File: src/sv/pca_pkg.sv
// Package: widths, register indexes, multiplier command type and saturation helper.
package pca_pkg;

   localparam int DATA_W = 48;
   localparam int GAIN_W = 32;
   localparam int ERR_W  = 17;
   localparam int PROD_W = DATA_W + GAIN_W;
   localparam int CNT_W  = 6;
   localparam int QUO_W  = 33;

   localparam logic [2:0] REG_SETPOINT  = 3'd0;
   localparam logic [2:0] REG_GAIN_P    = 3'd1;
   localparam logic [2:0] REG_GAIN_I    = 3'd2;
   localparam logic [2:0] REG_GAIN_D    = 3'd3;
   localparam logic [2:0] REG_LIMITS_ON = 3'd4;
   localparam logic [2:0] REG_OUT_MIN   = 3'd5;
   localparam logic [2:0] REG_OUT_MAX   = 3'd6;

   localparam logic signed [DATA_W-1:0] MAX48 = 48'sh7FFF_FFFF_FFFF;
   localparam logic signed [DATA_W-1:0] MIN48 = 48'sh8000_0000_0000;

   // one magnitude multiply: a * b, b taken MSB first over n bits, >>16 when shr16
   typedef struct packed {
      logic [GAIN_W-1:0] a;
      logic [DATA_W-1:0] b;
      logic [CNT_W-1:0]  n;
      logic              shr16;
      logic              neg;
   } mul_op_type;

   function automatic logic signed [DATA_W-1:0] sat48(input logic signed [DATA_W+1:0] x);
      logic signed [DATA_W-1:0] r;
      if (x > DATA_W'(MAX48) && x > $signed({2'b00, MAX48}))
         r = MAX48;
      else if (x < $signed({2'b11, MIN48}))
         r = MIN48;
      else
         r = x[DATA_W-1:0];
      return r;
   endfunction

endpackage

File: src/sv/pca_if.sv
// Stream interfaces for the sample and result channels.
interface pca_req_if;
   logic                valid;
   logic                ready;
   logic                kind;
   logic signed [15:0]  measurement;
   logic [15:0]         interval;

   modport source (output valid, kind, measurement, interval, input ready);
   modport sink   (input valid, kind, measurement, interval, output ready);
endinterface

interface pca_rsp_if;
   logic                valid;
   logic                ready;
   logic signed [47:0]  drive;
   logic signed [47:0]  p_term;
   logic signed [47:0]  i_term;
   logic signed [47:0]  d_term;
   logic signed [16:0]  error_value;
   logic signed [47:0]  integral_value;
   logic                clamped;
   logic                zero_interval;

   modport source (output valid, drive, p_term, i_term, d_term, error_value,
                   integral_value, clamped, zero_interval, input ready);
   modport sink   (input valid, drive, p_term, i_term, d_term, error_value,
                   integral_value, clamped, zero_interval, output ready);
endinterface

File: src/sv/pid_controller_antiwindup.sv
// Top level: PID controller with clamping anti-windup, bit-serial datapath.
//
//  channel   dir  handshake         content
//  req_chan  in   valid/ready       kind, measurement, interval
//  rsp_chan  out  valid/ready       drive, terms, error, integral, flags
//  csr_*     in   APB write/read    setpoint, gains, limits (8-byte stride)
//
//  One sample runs the shared multiplier, one bit per cycle, over 17, 17, 48 and 33
//  multiplier bits (error*interval, P, I, D), skips D with a zero interval and adds
//  a 48-bit I recompute when the drive clamps. A clear item skips the multiplier.
//  Divider runs beside the multiplier and is always finished before the D term.
//  Synchronous active-high reset clears state, integral, previous error, registers and rsp valid.
//  A new item is taken while the previous result waits on rsp_chan.ready.
module pid_controller_antiwindup (
   input  logic              clock,
   input  logic              reset,
   pca_req_if.sink           req_chan,
   pca_rsp_if.source         rsp_chan,
   input  logic              csr_psel,
   input  logic              csr_penable,
   input  logic              csr_pwrite,
   input  logic [5:0]        csr_paddr,
   input  logic [63:0]       csr_pwdata,
   output logic [63:0]       csr_prdata,
   output logic              csr_pready
);

   // sequencer states
   localparam logic [3:0] ST_IDLE  = 4'd0;
   localparam logic [3:0] ST_EDT   = 4'd1;  // error * interval
   localparam logic [3:0] ST_P     = 4'd2;
   localparam logic [3:0] ST_I     = 4'd3;
   localparam logic [3:0] ST_D     = 4'd4;
   localparam logic [3:0] ST_SUM   = 4'd5;
   localparam logic [3:0] ST_CLAMP = 4'd6;
   localparam logic [3:0] ST_I2    = 4'd7;  // I recompute after a clamp
   localparam logic [3:0] ST_DONE  = 4'd8;

   localparam int W = pca_pkg::DATA_W;

   // configuration registers
   logic signed [15:0]  setpoint_ff;
   logic signed [31:0]  gain_p_ff, gain_i_ff, gain_d_ff;
   logic                limits_on_ff;
   logic signed [W-1:0] out_min_ff, out_max_ff;

   // sequencer and working state
   logic [3:0]          state_ff, state_in;
   logic                issued_ff, issued_in;
   logic signed [16:0]  err_ff, err_in;
   logic signed [17:0]  diff_ff, diff_in;
   logic [15:0]         dt_ff, dt_in;
   logic signed [16:0]  prev_ff, prev_in;
   logic signed [W-1:0] int_ff, int_in, old_int_ff, old_int_in;
   logic signed [W-1:0] p_ff, p_in, i_ff, i_in, d_ff, d_in, drive_ff, drive_in;
   logic                clamped_ff, clamped_in, zdt_ff, zdt_in;

   // result register
   logic                rsp_valid_ff, rsp_valid_in;
   logic signed [W-1:0] o_drive_ff, o_p_ff, o_i_ff, o_d_ff, o_int_ff;
   logic signed [16:0]  o_err_ff;
   logic                o_clamped_ff, o_zdt_ff, rsp_load;

   // units
   pca_pkg::mul_op_type      mul_op;
   logic                     mul_start, mul_done;
   logic signed [W-1:0]      mul_result;
   logic                     div_start, div_idle;
   logic [pca_pkg::QUO_W-1:0] div_quo;

   logic                     req_xfer, lim_active, over_max, under_min;
   logic [16:0]              err_mag, diff_mag;
   logic [31:0]              gp_mag, gi_mag, gd_mag;
   logic [W-1:0]             int_mag;

   // --- APB port: writes in the access phase, reads by 8-byte index
   logic csr_wr;
   assign csr_pready = 1'b1;
   assign csr_wr     = csr_psel && csr_penable && csr_pwrite;

   always_comb begin
      case (csr_paddr[5:3])
         pca_pkg::REG_SETPOINT:  csr_prdata = {{48{setpoint_ff[15]}}, setpoint_ff};
         pca_pkg::REG_GAIN_P:    csr_prdata = {{32{gain_p_ff[31]}}, gain_p_ff};
         pca_pkg::REG_GAIN_I:    csr_prdata = {{32{gain_i_ff[31]}}, gain_i_ff};
         pca_pkg::REG_GAIN_D:    csr_prdata = {{32{gain_d_ff[31]}}, gain_d_ff};
         pca_pkg::REG_LIMITS_ON: csr_prdata = {63'b0, limits_on_ff};
         pca_pkg::REG_OUT_MIN:   csr_prdata = {{16{out_min_ff[W-1]}}, out_min_ff};
         pca_pkg::REG_OUT_MAX:   csr_prdata = {{16{out_max_ff[W-1]}}, out_max_ff};
         default:                csr_prdata = '0;
      endcase
   end

   always_ff @(posedge clock) begin
      if (reset) begin
         setpoint_ff  <= '0;
         gain_p_ff    <= '0;
         gain_i_ff    <= '0;
         gain_d_ff    <= '0;
         limits_on_ff <= 1'b0;
         out_min_ff   <= pca_pkg::MIN48;
         out_max_ff   <= pca_pkg::MAX48;
      end else if (csr_wr) begin
         case (csr_paddr[5:3])
            pca_pkg::REG_SETPOINT:  setpoint_ff  <= csr_pwdata[15:0];
            pca_pkg::REG_GAIN_P:    gain_p_ff    <= csr_pwdata[31:0];
            pca_pkg::REG_GAIN_I:    gain_i_ff    <= csr_pwdata[31:0];
            pca_pkg::REG_GAIN_D:    gain_d_ff    <= csr_pwdata[31:0];
            pca_pkg::REG_LIMITS_ON: limits_on_ff <= csr_pwdata[0];
            pca_pkg::REG_OUT_MIN:   out_min_ff   <= csr_pwdata[W-1:0];
            pca_pkg::REG_OUT_MAX:   out_max_ff   <= csr_pwdata[W-1:0];
            default:                ;
         endcase
      end
   end

   // --- magnitudes for the sign-magnitude multiplier
   assign err_mag  = err_ff[16]  ? 17'(-err_ff)  : 17'(err_ff);
   assign diff_mag = diff_ff[17] ? 17'(-diff_ff) : 17'(diff_ff);
   assign gp_mag   = gain_p_ff[31] ? 32'(-gain_p_ff) : 32'(gain_p_ff);
   assign gi_mag   = gain_i_ff[31] ? 32'(-gain_i_ff) : 32'(gain_i_ff);
   assign gd_mag   = gain_d_ff[31] ? 32'(-gain_d_ff) : 32'(gain_d_ff);
   assign int_mag  = int_ff[W-1] ? W'(-int_ff) : W'(int_ff);

   always_comb begin
      mul_op = '0;
      case (state_ff)
         ST_EDT: begin
            mul_op.a = {16'b0, dt_ff};
            mul_op.b = {31'b0, err_mag};
            mul_op.n = pca_pkg::CNT_W'(pca_pkg::ERR_W);
            mul_op.neg = err_ff[16];
         end
         ST_P: begin
            mul_op.a = gp_mag;
            mul_op.b = {31'b0, err_mag};
            mul_op.n = pca_pkg::CNT_W'(pca_pkg::ERR_W);
            mul_op.neg = gain_p_ff[31] ^ err_ff[16];
         end
         ST_I, ST_I2: begin
            mul_op.a = gi_mag;
            mul_op.b = int_mag;
            mul_op.n = pca_pkg::CNT_W'(W);
            mul_op.shr16 = 1'b1;
            mul_op.neg = gain_i_ff[31] ^ int_ff[W-1];
         end
         ST_D: begin
            mul_op.a = gd_mag;
            mul_op.b = {15'b0, div_quo};
            mul_op.n = pca_pkg::CNT_W'(pca_pkg::QUO_W);
            mul_op.neg = gain_d_ff[31] ^ diff_ff[17];
         end
         default: mul_op = '0;
      endcase
   end

   assign mul_start = !issued_ff && (state_ff == ST_EDT || state_ff == ST_P ||
                      state_ff == ST_I || state_ff == ST_I2 ||
                      (state_ff == ST_D && div_idle));
   assign div_start = (state_ff == ST_EDT) && !issued_ff && !zdt_ff;

   pca_mul u_mul (
      .clock  (clock),
      .reset  (reset),
      .start  (mul_start),
      .op     (mul_op),
      .done   (mul_done),
      .result (mul_result)
   );

   pca_div u_div (
      .clock    (clock),
      .reset    (reset),
      .start    (div_start),
      .dividend ({diff_mag, 16'b0}),
      .divisor  (dt_ff),
      .idle     (div_idle),
      .quotient (div_quo)
   );

   // --- clamp test: reversed limits disable it
   assign lim_active = limits_on_ff && (out_min_ff <= out_max_ff);
   assign over_max   = drive_ff > out_max_ff;
   assign under_min  = drive_ff < out_min_ff;

   assign req_xfer = req_chan.valid && req_chan.ready;
   assign rsp_load = (state_ff == ST_DONE) && (!rsp_valid_ff || rsp_chan.ready);

   always_comb begin
      state_in   = state_ff;
      issued_in  = issued_ff;
      err_in     = err_ff;
      diff_in    = diff_ff;
      dt_in      = dt_ff;
      prev_in    = prev_ff;
      int_in     = int_ff;
      old_int_in = old_int_ff;
      p_in       = p_ff;
      i_in       = i_ff;
      d_in       = d_ff;
      drive_in   = drive_ff;
      clamped_in = clamped_ff;
      zdt_in     = zdt_ff;
      if (mul_start)
         issued_in = 1'b1;
      case (state_ff)
         ST_IDLE: begin
            if (req_xfer) begin
               if (req_chan.kind) begin
                  // clear: zero the state and return an all-zero result
                  err_in = '0; int_in = '0; prev_in = '0;
                  p_in = '0; i_in = '0; d_in = '0; drive_in = '0;
                  clamped_in = 1'b0; zdt_in = 1'b0;
                  state_in = ST_DONE;
               end else begin
                  err_in  = {setpoint_ff[15], setpoint_ff}
                          - {req_chan.measurement[15], req_chan.measurement};
                  diff_in = {err_in[16], err_in} - {prev_ff[16], prev_ff};
                  dt_in   = req_chan.interval;
                  zdt_in  = (req_chan.interval == 16'd0);
                  d_in    = '0;
                  clamped_in = 1'b0;
                  state_in = ST_EDT;
               end
            end
         end
         ST_EDT: if (mul_done) begin
            old_int_in = int_ff;
            int_in     = pca_pkg::sat48({{2{int_ff[W-1]}}, int_ff}
                                      + {{2{mul_result[W-1]}}, mul_result});
            issued_in  = 1'b0;
            state_in   = ST_P;
         end
         ST_P: if (mul_done) begin
            p_in = mul_result; issued_in = 1'b0; state_in = ST_I;
         end
         ST_I: if (mul_done) begin
            i_in = mul_result; issued_in = 1'b0;
            state_in = zdt_ff ? ST_SUM : ST_D;
         end
         ST_D: if (mul_done) begin
            d_in = mul_result; issued_in = 1'b0; state_in = ST_SUM;
         end
         ST_SUM: begin
            drive_in = pca_pkg::sat48({{2{p_ff[W-1]}}, p_ff} + {{2{i_ff[W-1]}}, i_ff}
                                    + {{2{d_ff[W-1]}}, d_ff});
            state_in = ST_CLAMP;
         end
         ST_CLAMP: begin
            if (lim_active && (over_max || under_min)) begin
               drive_in   = over_max ? out_max_ff : out_min_ff;
               clamped_in = 1'b1;
               int_in     = old_int_ff;   // drop this step's integral contribution
               state_in   = ST_I2;
            end else begin
               state_in = ST_DONE;
            end
         end
         ST_I2: if (mul_done) begin
            i_in = mul_result; issued_in = 1'b0; state_in = ST_DONE;
         end
         ST_DONE: if (rsp_load) begin
            prev_in  = err_ff;
            state_in = ST_IDLE;
         end
         default: state_in = ST_IDLE;
      endcase
   end

   always_comb begin
      rsp_valid_in = rsp_valid_ff;
      if (rsp_load)
         rsp_valid_in = 1'b1;
      else if (rsp_chan.ready)
         rsp_valid_in = 1'b0;
   end

   always_ff @(posedge clock) begin
      if (reset) begin
         state_ff     <= ST_IDLE;
         issued_ff    <= 1'b0;
         rsp_valid_ff <= 1'b0;
         int_ff       <= '0;
         prev_ff      <= '0;
      end else begin
         state_ff     <= state_in;
         issued_ff    <= issued_in;
         rsp_valid_ff <= rsp_valid_in;
         int_ff       <= int_in;
         prev_ff      <= prev_in;
      end
      err_ff     <= err_in;
      diff_ff    <= diff_in;
      dt_ff      <= dt_in;
      old_int_ff <= old_int_in;
      p_ff       <= p_in;
      i_ff       <= i_in;
      d_ff       <= d_in;
      drive_ff   <= drive_in;
      clamped_ff <= clamped_in;
      zdt_ff     <= zdt_in;
      if (rsp_load) begin
         o_drive_ff   <= drive_ff;
         o_p_ff       <= p_ff;
         o_i_ff       <= i_ff;
         o_d_ff       <= d_ff;
         o_err_ff     <= err_ff;
         o_int_ff     <= int_ff;
         o_clamped_ff <= clamped_ff;
         o_zdt_ff     <= zdt_ff;
      end
   end

   assign req_chan.ready          = (state_ff == ST_IDLE);
   assign rsp_chan.valid          = rsp_valid_ff;
   assign rsp_chan.drive          = o_drive_ff;
   assign rsp_chan.p_term         = o_p_ff;
   assign rsp_chan.i_term         = o_i_ff;
   assign rsp_chan.d_term         = o_d_ff;
   assign rsp_chan.error_value    = o_err_ff;
   assign rsp_chan.integral_value = o_int_ff;
   assign rsp_chan.clamped        = o_clamped_ff;
   assign rsp_chan.zero_interval  = o_zdt_ff;

endmodule

File: src/sv/pca_mul.sv
// Bit-serial shift-add multiplier with truncation and 48-bit saturation.
module pca_mul (
   input  logic                               clock,
   input  logic                               reset,
   input  logic                               start,
   input  pca_pkg::mul_op_type                op,
   output logic                               done,
   output logic signed [pca_pkg::DATA_W-1:0]  result
);

   logic [pca_pkg::GAIN_W-1:0] a_ff, a_in;
   logic [pca_pkg::DATA_W-1:0] b_ff, b_in;
   logic [pca_pkg::PROD_W-1:0] acc_ff, acc_in;
   logic [pca_pkg::CNT_W-1:0]  cnt_ff, cnt_in;
   logic                       run_ff, run_in;
   logic                       done_ff, done_in;
   logic                       shr_ff, shr_in;
   logic                       neg_ff, neg_in;

   logic [pca_pkg::PROD_W-1:0] q;
   logic                       ovf;
   logic [pca_pkg::DATA_W-1:0] mag;

   always_comb begin
      a_in    = a_ff;
      b_in    = b_ff;
      acc_in  = acc_ff;
      cnt_in  = cnt_ff;
      run_in  = run_ff;
      shr_in  = shr_ff;
      neg_in  = neg_ff;
      done_in = 1'b0;
      if (start) begin
         a_in   = op.a;
         b_in   = op.b << (pca_pkg::CNT_W'(pca_pkg::DATA_W) - op.n);
         acc_in = '0;
         cnt_in = op.n;
         run_in = 1'b1;
         shr_in = op.shr16;
         neg_in = op.neg;
      end else if (run_ff) begin
         acc_in = {acc_ff[pca_pkg::PROD_W-2:0], 1'b0}
                + (b_ff[pca_pkg::DATA_W-1] ? {{pca_pkg::DATA_W{1'b0}}, a_ff} : '0);
         b_in   = {b_ff[pca_pkg::DATA_W-2:0], 1'b0};
         cnt_in = cnt_ff - 1'b1;
         if (cnt_ff == pca_pkg::CNT_W'(1)) begin
            run_in  = 1'b0;
            done_in = 1'b1;
         end
      end
   end

   // truncate, then clamp to 2^47-1 (positive) or 2^47 (negative)
   always_comb begin
      q = shr_ff ? {16'b0, acc_ff[pca_pkg::PROD_W-1:16]} : acc_ff;
      if (neg_ff)
         ovf = (|q[pca_pkg::PROD_W-1:48]) || (q[47] && (|q[46:0]));
      else
         ovf = |q[pca_pkg::PROD_W-1:47];
      if (ovf)
         mag = neg_ff ? pca_pkg::MIN48 : pca_pkg::MAX48;
      else
         mag = q[pca_pkg::DATA_W-1:0];
      result = neg_ff ? -$signed(mag) : $signed(mag);
   end

   assign done = done_ff;

   always_ff @(posedge clock) begin
      if (reset) begin
         run_ff  <= 1'b0;
         done_ff <= 1'b0;
         cnt_ff  <= '0;
      end else begin
         run_ff  <= run_in;
         done_ff <= done_in;
         cnt_ff  <= cnt_in;
      end
      a_ff   <= a_in;
      b_ff   <= b_in;
      acc_ff <= acc_in;
      shr_ff <= shr_in;
      neg_ff <= neg_in;
   end

endmodule

File: src/sv/pca_div.sv
// Restoring divider, one quotient bit per cycle: (|diff| << 16) / interval.
module pca_div (
   input  logic                            clock,
   input  logic                            reset,
   input  logic                            start,
   input  logic [pca_pkg::QUO_W-1:0]       dividend,
   input  logic [15:0]                     divisor,
   output logic                            idle,
   output logic [pca_pkg::QUO_W-1:0]       quotient
);

   logic [15:0]               rem_ff, rem_in;
   logic [pca_pkg::QUO_W-1:0] quo_ff, quo_in;
   logic [15:0]               dvs_ff, dvs_in;
   logic [pca_pkg::CNT_W-1:0] cnt_ff, cnt_in;
   logic                      run_ff, run_in;
   logic [16:0]               trial;

   always_comb begin
      rem_in = rem_ff;
      quo_in = quo_ff;
      dvs_in = dvs_ff;
      cnt_in = cnt_ff;
      run_in = run_ff;
      trial  = {rem_ff, quo_ff[pca_pkg::QUO_W-1]} - {1'b0, dvs_ff};
      if (start) begin
         rem_in = '0;
         quo_in = dividend;
         dvs_in = divisor;
         cnt_in = pca_pkg::CNT_W'(pca_pkg::QUO_W);
         run_in = 1'b1;
      end else if (run_ff) begin
         if (trial[16]) begin
            rem_in = {rem_ff[14:0], quo_ff[pca_pkg::QUO_W-1]};
            quo_in = {quo_ff[pca_pkg::QUO_W-2:0], 1'b0};
         end else begin
            rem_in = trial[15:0];
            quo_in = {quo_ff[pca_pkg::QUO_W-2:0], 1'b1};
         end
         cnt_in = cnt_ff - 1'b1;
         if (cnt_ff == pca_pkg::CNT_W'(1))
            run_in = 1'b0;
      end
   end

   assign idle     = !run_ff;
   assign quotient = quo_ff;

   always_ff @(posedge clock) begin
      if (reset) begin
         run_ff <= 1'b0;
         cnt_ff <= '0;
      end else begin
         run_ff <= run_in;
         cnt_ff <= cnt_in;
      end
      rem_ff <= rem_in;
      quo_ff <= quo_in;
      dvs_ff <= dvs_in;
   end

endmodule

File: src/flat_wrapper.sv
// flat-port wrapper written by rule: the top's interface ports become plain ports
module pid_controller_antiwindup_flat 
  (clock, reset, csr_psel, csr_penable, csr_pwrite, csr_paddr, csr_pwdata, csr_prdata, csr_pready, req_chan_valid, req_chan_kind, req_chan_measurement, req_chan_interval, req_chan_ready, rsp_chan_valid, rsp_chan_drive, rsp_chan_p_term, rsp_chan_i_term, rsp_chan_d_term, rsp_chan_error_value, rsp_chan_integral_value, rsp_chan_clamped, rsp_chan_zero_interval, rsp_chan_ready);
  pca_req_if req_chan_i ();
  pca_rsp_if rsp_chan_i ();
  input  logic clock;
  input  logic reset;
  input  logic csr_psel;
  input  logic csr_penable;
  input  logic csr_pwrite;
  input  logic [5:0] csr_paddr;
  input  logic [63:0] csr_pwdata;
  output logic [63:0] csr_prdata;
  output logic csr_pready;
  input wire logic [$bits(req_chan_i.valid)-1:0] req_chan_valid;
  input wire logic [$bits(req_chan_i.kind)-1:0] req_chan_kind;
  input wire logic [$bits(req_chan_i.measurement)-1:0] req_chan_measurement;
  input wire logic [$bits(req_chan_i.interval)-1:0] req_chan_interval;
  output wire logic [$bits(req_chan_i.ready)-1:0] req_chan_ready;
  output wire logic [$bits(rsp_chan_i.valid)-1:0] rsp_chan_valid;
  output wire logic [$bits(rsp_chan_i.drive)-1:0] rsp_chan_drive;
  output wire logic [$bits(rsp_chan_i.p_term)-1:0] rsp_chan_p_term;
  output wire logic [$bits(rsp_chan_i.i_term)-1:0] rsp_chan_i_term;
  output wire logic [$bits(rsp_chan_i.d_term)-1:0] rsp_chan_d_term;
  output wire logic [$bits(rsp_chan_i.error_value)-1:0] rsp_chan_error_value;
  output wire logic [$bits(rsp_chan_i.integral_value)-1:0] rsp_chan_integral_value;
  output wire logic [$bits(rsp_chan_i.clamped)-1:0] rsp_chan_clamped;
  output wire logic [$bits(rsp_chan_i.zero_interval)-1:0] rsp_chan_zero_interval;
  input wire logic [$bits(rsp_chan_i.ready)-1:0] rsp_chan_ready;
  assign req_chan_i.valid = req_chan_valid;
  assign req_chan_i.kind = req_chan_kind;
  assign req_chan_i.measurement = req_chan_measurement;
  assign req_chan_i.interval = req_chan_interval;
  assign req_chan_ready = req_chan_i.ready;
  assign rsp_chan_valid = rsp_chan_i.valid;
  assign rsp_chan_drive = rsp_chan_i.drive;
  assign rsp_chan_p_term = rsp_chan_i.p_term;
  assign rsp_chan_i_term = rsp_chan_i.i_term;
  assign rsp_chan_d_term = rsp_chan_i.d_term;
  assign rsp_chan_error_value = rsp_chan_i.error_value;
  assign rsp_chan_integral_value = rsp_chan_i.integral_value;
  assign rsp_chan_clamped = rsp_chan_i.clamped;
  assign rsp_chan_zero_interval = rsp_chan_i.zero_interval;
  assign rsp_chan_i.ready = rsp_chan_ready;
  pid_controller_antiwindup u_core (.clock(clock), .reset(reset), .req_chan(req_chan_i), .rsp_chan(rsp_chan_i), .csr_psel(csr_psel), .csr_penable(csr_penable), .csr_pwrite(csr_pwrite), .csr_paddr(csr_paddr), .csr_pwdata(csr_pwdata), .csr_prdata(csr_prdata), .csr_pready(csr_pready));
endmodule
File: config.mk
export PLATFORM = sky130hd
export DESIGN_NAME = pid_controller_antiwindup_flat
export DESIGN_NICKNAME = d
export VERILOG_FILES = /design/src/sv/pca_pkg.sv /design/src/sv/pca_if.sv /design/src/sv/pid_controller_antiwindup.sv /design/src/sv/pca_mul.sv /design/src/sv/pca_div.sv /design/src/flat_wrapper.sv
export SDC_FILE = /design/constraint.sdc
export NUM_CORES = 2
export LEC_CHECK = 0
export BUFFER_PORTS_ARGS = -buffer_cell sky130_fd_sc_hd__buf_2
export CAP_MARGIN = 25
export CORE_ASPECT_RATIO = 1.4
export CORE_MARGIN = 2
export CORE_UTILIZATION = 65
export CTS_BUF_LIST = sky130_fd_sc_hd__clkbuf_2
export CTS_CLUSTER_DIAMETER = 50
export DETAILED_ROUTE_END_ITERATION = 8
export MAX_ROUTING_LAYER = met4
export PLACE_DENSITY = 0.85
export SYNTH_ARGS = -nofsm -noshare
export SYNTH_HDL_FRONTEND = slang
export SYNTH_SLANG_ARGS = --single-unit
File: constraint.sdc
create_clock -name clock -period 33.3 [get_ports clock]
set_input_delay 1.665 -clock clock [delete_from_list [all_inputs] [get_ports clock]]
set_output_delay 1.665 -clock clock [all_outputs]
set_load 0.02 [all_outputs]
==> flow_summary_export.csv <==
group,metric,value,unit
outcome,outcome,"finished clean",
placement,portBuffers,415,
worst_setup_path,crit_family,"compound AO/OA/AOI/OAI gates",
detailed_routing,drc,0,
synth,ys_async_sr_fraction,0,%
clock_network,cts_setup_buffers,0,
worst_setup_path,reg2regPathDepth,29,
clock_network,clk_pin_slew,110,ps
synth,synth_warnings,0,
clock_network,cts_sinks,1074,
power,powerDensity,116,nW/µm²
detailed_routing,ant_nets,0,
global_routing,grt_pass1_vias,52660,
worst_hold_path,holdPathStages,1,
synth,ys.flop_type,"edfxtp_1",
worst_hold_path,hold_end,"u_core.dt_ff[12]$_DFFE_PP_",
floorplanning,dieArea,98900,µm²
floorplanning,initial_utilization,65.6,%
placement,pre_cts_slack,23700,ps
worst_setup_path,r2r_end,"u_core.int_ff[18]$_SDFFE_PP0P_",
global_routing,met3_usage,8.48,%
floorplanning,num_rows,134,
detailed_routing,vias_per_cell,6.55,
placement,place_hpwl,154,mm
sta,skew,160,ps
worst_setup_path,cp_common_cell,"buf_4",
placement,dp_cells,8010,
layout,regArea,28200,µm²
global_routing,grtUsageTotal,43.1,%
global_routing,grt_first_pass_wirelength,312,mm
sta,setup_tns,0,ps
placement,gp_congestion,1.03,
worst_setup_path,critPathMaxFanout,68,
power,peakVddDrop,0.000111,V
sta,relSlewSlack,12.8,%
worst_setup_path,cp-end-kind,"flip-flop",
synth,synth_nets,7161,
placement,post_dp_cell_area,65500,µm²
global_routing,grt.busiest_layer,"met2",
global_routing,grt_antenna_before_repair,18,
layout,multi_input_area,31800,µm²
floorplanning,coreArea,95400,µm²
sta,fmax,0.100,GHz
global_routing,overflow,0,
sta,fin_ws,23310,ps
power,p_leak,27.3,nW
detailed_routing,vias,55759,
clock_network,insertion_delay,1630,ps
layout,instances_no_fill,8511,
layout,fin_nets,7572,
worst_setup_path,timing.rr.start,"u_core.u_mul.shr_ff$_DFFE_PP_",
worst_setup_path,setup.worst_path.class,"flip-flop to flip-flop",
detailed_routing,drt-wirelength-per-cell,24.8,µm
worst_setup_path,cpPeakStageDelay,870,ps
layout,layout-drive-gt1-share,14.5,%
worst_setup_path,slowest_stage,"o21ai_0",
sta,rsz0062_at_grt,"no",
synth,ys_ff_latch,1074,
worst_setup_path,cp.buffers_inverters,7,
sta,hold_viol,0,
clock_network,cts_resized,0,
clock_network,ctsHoldBuffers,0,
floorplanning,die_h,371,µm
detailed_routing,routed_wl,211,mm
sta,worst_pin_slew,1310,ps
detailed_routing,drtPass1Iterations,7,
job,max_cap_viol_count,0,
worst_setup_path,crit_arrival,11390,ps
sta,post-route-period-util,30.0,%
layout,final_cell_mix,"nand2_1, edfxtp_1, a21oi_1",
layout,area_growth,8.67,%
detailed_routing,drt_iter0_drc,6490,
worst_setup_path,required,34710,ps
worst_setup_path,startpoint_type,"flip-flop",
clock_network,numCtsBuffers,278,
global_routing,grt_max_degree,105,
clock_network,cts_tree,"yes",
floorplanning,die_width,266,µm
worst_setup_path,r2r_slack,23310,ps
layout,fill_cells,7376,
clock_network,clock-root-buffer,"clkbuf_2",
synth,ys_seq_area_share,45.0,%
layout,final_common_cell,"nand2_1",
floorplanning,io_pins,436,
synth,ys_types,109,
global_routing,use_met2,65.4,%
sta,setup_viol,0,
global_routing,grt_use_met1,50.3,%
worst_hold_path,worstHoldPathType,"primary input to flip-flop",
synth,synth_area_per_cell,9.40,µm²
sta,layout_min_cycle_time,9990,ps
synth,synth_cells,6659,
clock_network,htreeDepth,5,
sta,slew_violations,0,
layout,final_area,68000,µm²
clock_network,clockBufferDepth,4,
layout,post-route-util,71.3,%
synth,synth_edf_count,667,
worst_hold_path,min_from,"req_chan_interval[12]",
synth,syn_area,62600,µm²
[kinds of logic (layout without fill, tap and decap cells)]
kind of cell / Yosys count / count (layout) / synth area share, %
buffers and inverters: 689 / 1295 / 4.41
other: 1 / 23 / 0.00599
AOI/OAI and AO/OA: 1926 / 1926 / 19.8
DFF: 1074 / 1074 / 45.0
xor gates and xnor gates: 412 / 412 / 5.78
adders and majority gates: 392 / 392 / 7.92
and+or+nand+nor: 2046 / 2046 / 15.1
muxes: 119 / 119 / 1.95
[power by group]
group	internal, mW	leakage (nW)	switching [mW]
Sequential	1.96	9.64	0.394
Combinational	1.52	15.8	3.10
Clock	0.355	1.87	0.555
Total	3.83	27.3	4.05
[synth_stat cells (37+ instances only)]
cell type / instances / area, µm²
nand2_1: 759 / 2850
edfxtp_1: 667 / 20000
a21oi_1: 621 / 3110
nor2_1: 541 / 2030
dfxtp_1: 407 / 8150
ha_1: 385 / 4820
o21ai_0: 346 / 1730
inv_1: 308 / 1160
clkbuf_1: 285 / 1070
xnor2_1: 258 / 2260
xor2_1: 153 / 1340
a22oi_1: 150 / 1130
nand3_1: 143 / 716
nor3_1: 132 / 661
a21o_1: 123 / 923
mux2i_1: 96 / 961
a211oi_1: 88 / 661
o211ai_1: 82 / 616
nand4_1: 75 / 469
o31ai_1: 66 / 495
o221ai_1: 56 / 490
nor2b_1: 55 / 344
o21ai_1: 47 / 235
and2_1: 46 / 288
nand2b_1: 46 / 288
or3_1: 44 / 275
nor4_1: 41 / 257
o21a_1: 39 / 293
and3_1: 37 / 231
[routing by layer]
layer,vias to the layer above,wire (µm)
li1,25383,-
met1,26271,76600
met2,3320,96000
met3,785,19900
met4,0,18900
met5,-,0
[worst max-delay path by stage]
stage	cells past startpoint	end	from	slack (ps)
after floorplan	2	u_core.rsp_chan.clamped$_DFFE_PP_	rsp_chan_ready	19220
after detailed placement	29	u_core.int_ff[25]$_SDFFE_PP0P_	u_core.u_mul.shr_ff$_DFFE_PP_	23700
final	29	u_core.int_ff[18]$_SDFFE_PP0P_	u_core.u_mul.shr_ff$_DFFE_PP_	23310
after global routing	29	u_core.int_ff[7]$_SDFFE_PP0P_	u_core.u_mul.shr_ff$_DFFE_PP_	22890
after CTS	29	u_core.int_ff[2]$_SDFFE_PP0P_	u_core.u_mul.shr_ff$_DFFE_PP_	23650
after global placement	31	u_core.int_ff[39]$_SDFFE_PP0P_	u_core.u_mul.shr_ff$_DFFE_PP_	23720
[registers in the layout, indices dropped and copies added, names as in the netlist, 18 cells and up]
register and cells:
u_core.diff_ff 18, u_core.gain_p_ff 32, u_core.gain_d_ff 32, u_core.rsp_chan.drive 48
u_core.old_int_ff 48, u_core.rsp_chan.d_term 48, u_core.gain_i_ff 32, u_core.rsp_chan.i_term 48
u_core.u_mul.acc_ff 80, u_core.out_max_ff 48, u_core.u_mul.b_ff 48, u_core.out_min_ff 48
u_core.drive_ff 48, u_core.rsp_chan.p_term 48, u_core.p_ff 48, u_core.int_ff 48
u_core.d_ff 48, u_core.u_div.quotient 33, u_core.rsp_chan.integral_value 48, u_core.u_mul.a_ff 32
u_core.i_ff 48
[final cells by class]
type | count | share of cell area (%)
Tap cell | 1224 | 2.25
Timing Repair Buffer | 505 | 4.17
Sequential cell | 1074 | 41.4
Clock buffer | 394 | 2.90
Clock inverter | 81 | 0.656
Antenna cell | 22 | 0.0809
Multi-Input combinational cell | 4896 | 46.8
Inverter | 315 | 1.74
[worst register-to-register path, delay by kind of cell, from the launching register on]
kind                     cells  cell delay [ps]
adder cells (fa/ha/maj)      2              770
buffers and inverters        7             2710
flip-flops                   1              340
AO/OA/AOI/OAI               13             4020
multiplexers                 1              580
XOR/XNOR                     1              110
AND/OR/NAND/NOR              5             1380
[metrics by stage]
step / hold WS [ps] / total power, mW
detailed placement: 440 / 6.81
CTS: 52.3 / 7.73
global route: 57.2 / 8.30
finish: 215 / 7.88
global placement: 437 / 6.72
floorplan: 400 / 5.33
Note: power is estimated with default switching activity, not from simulation.
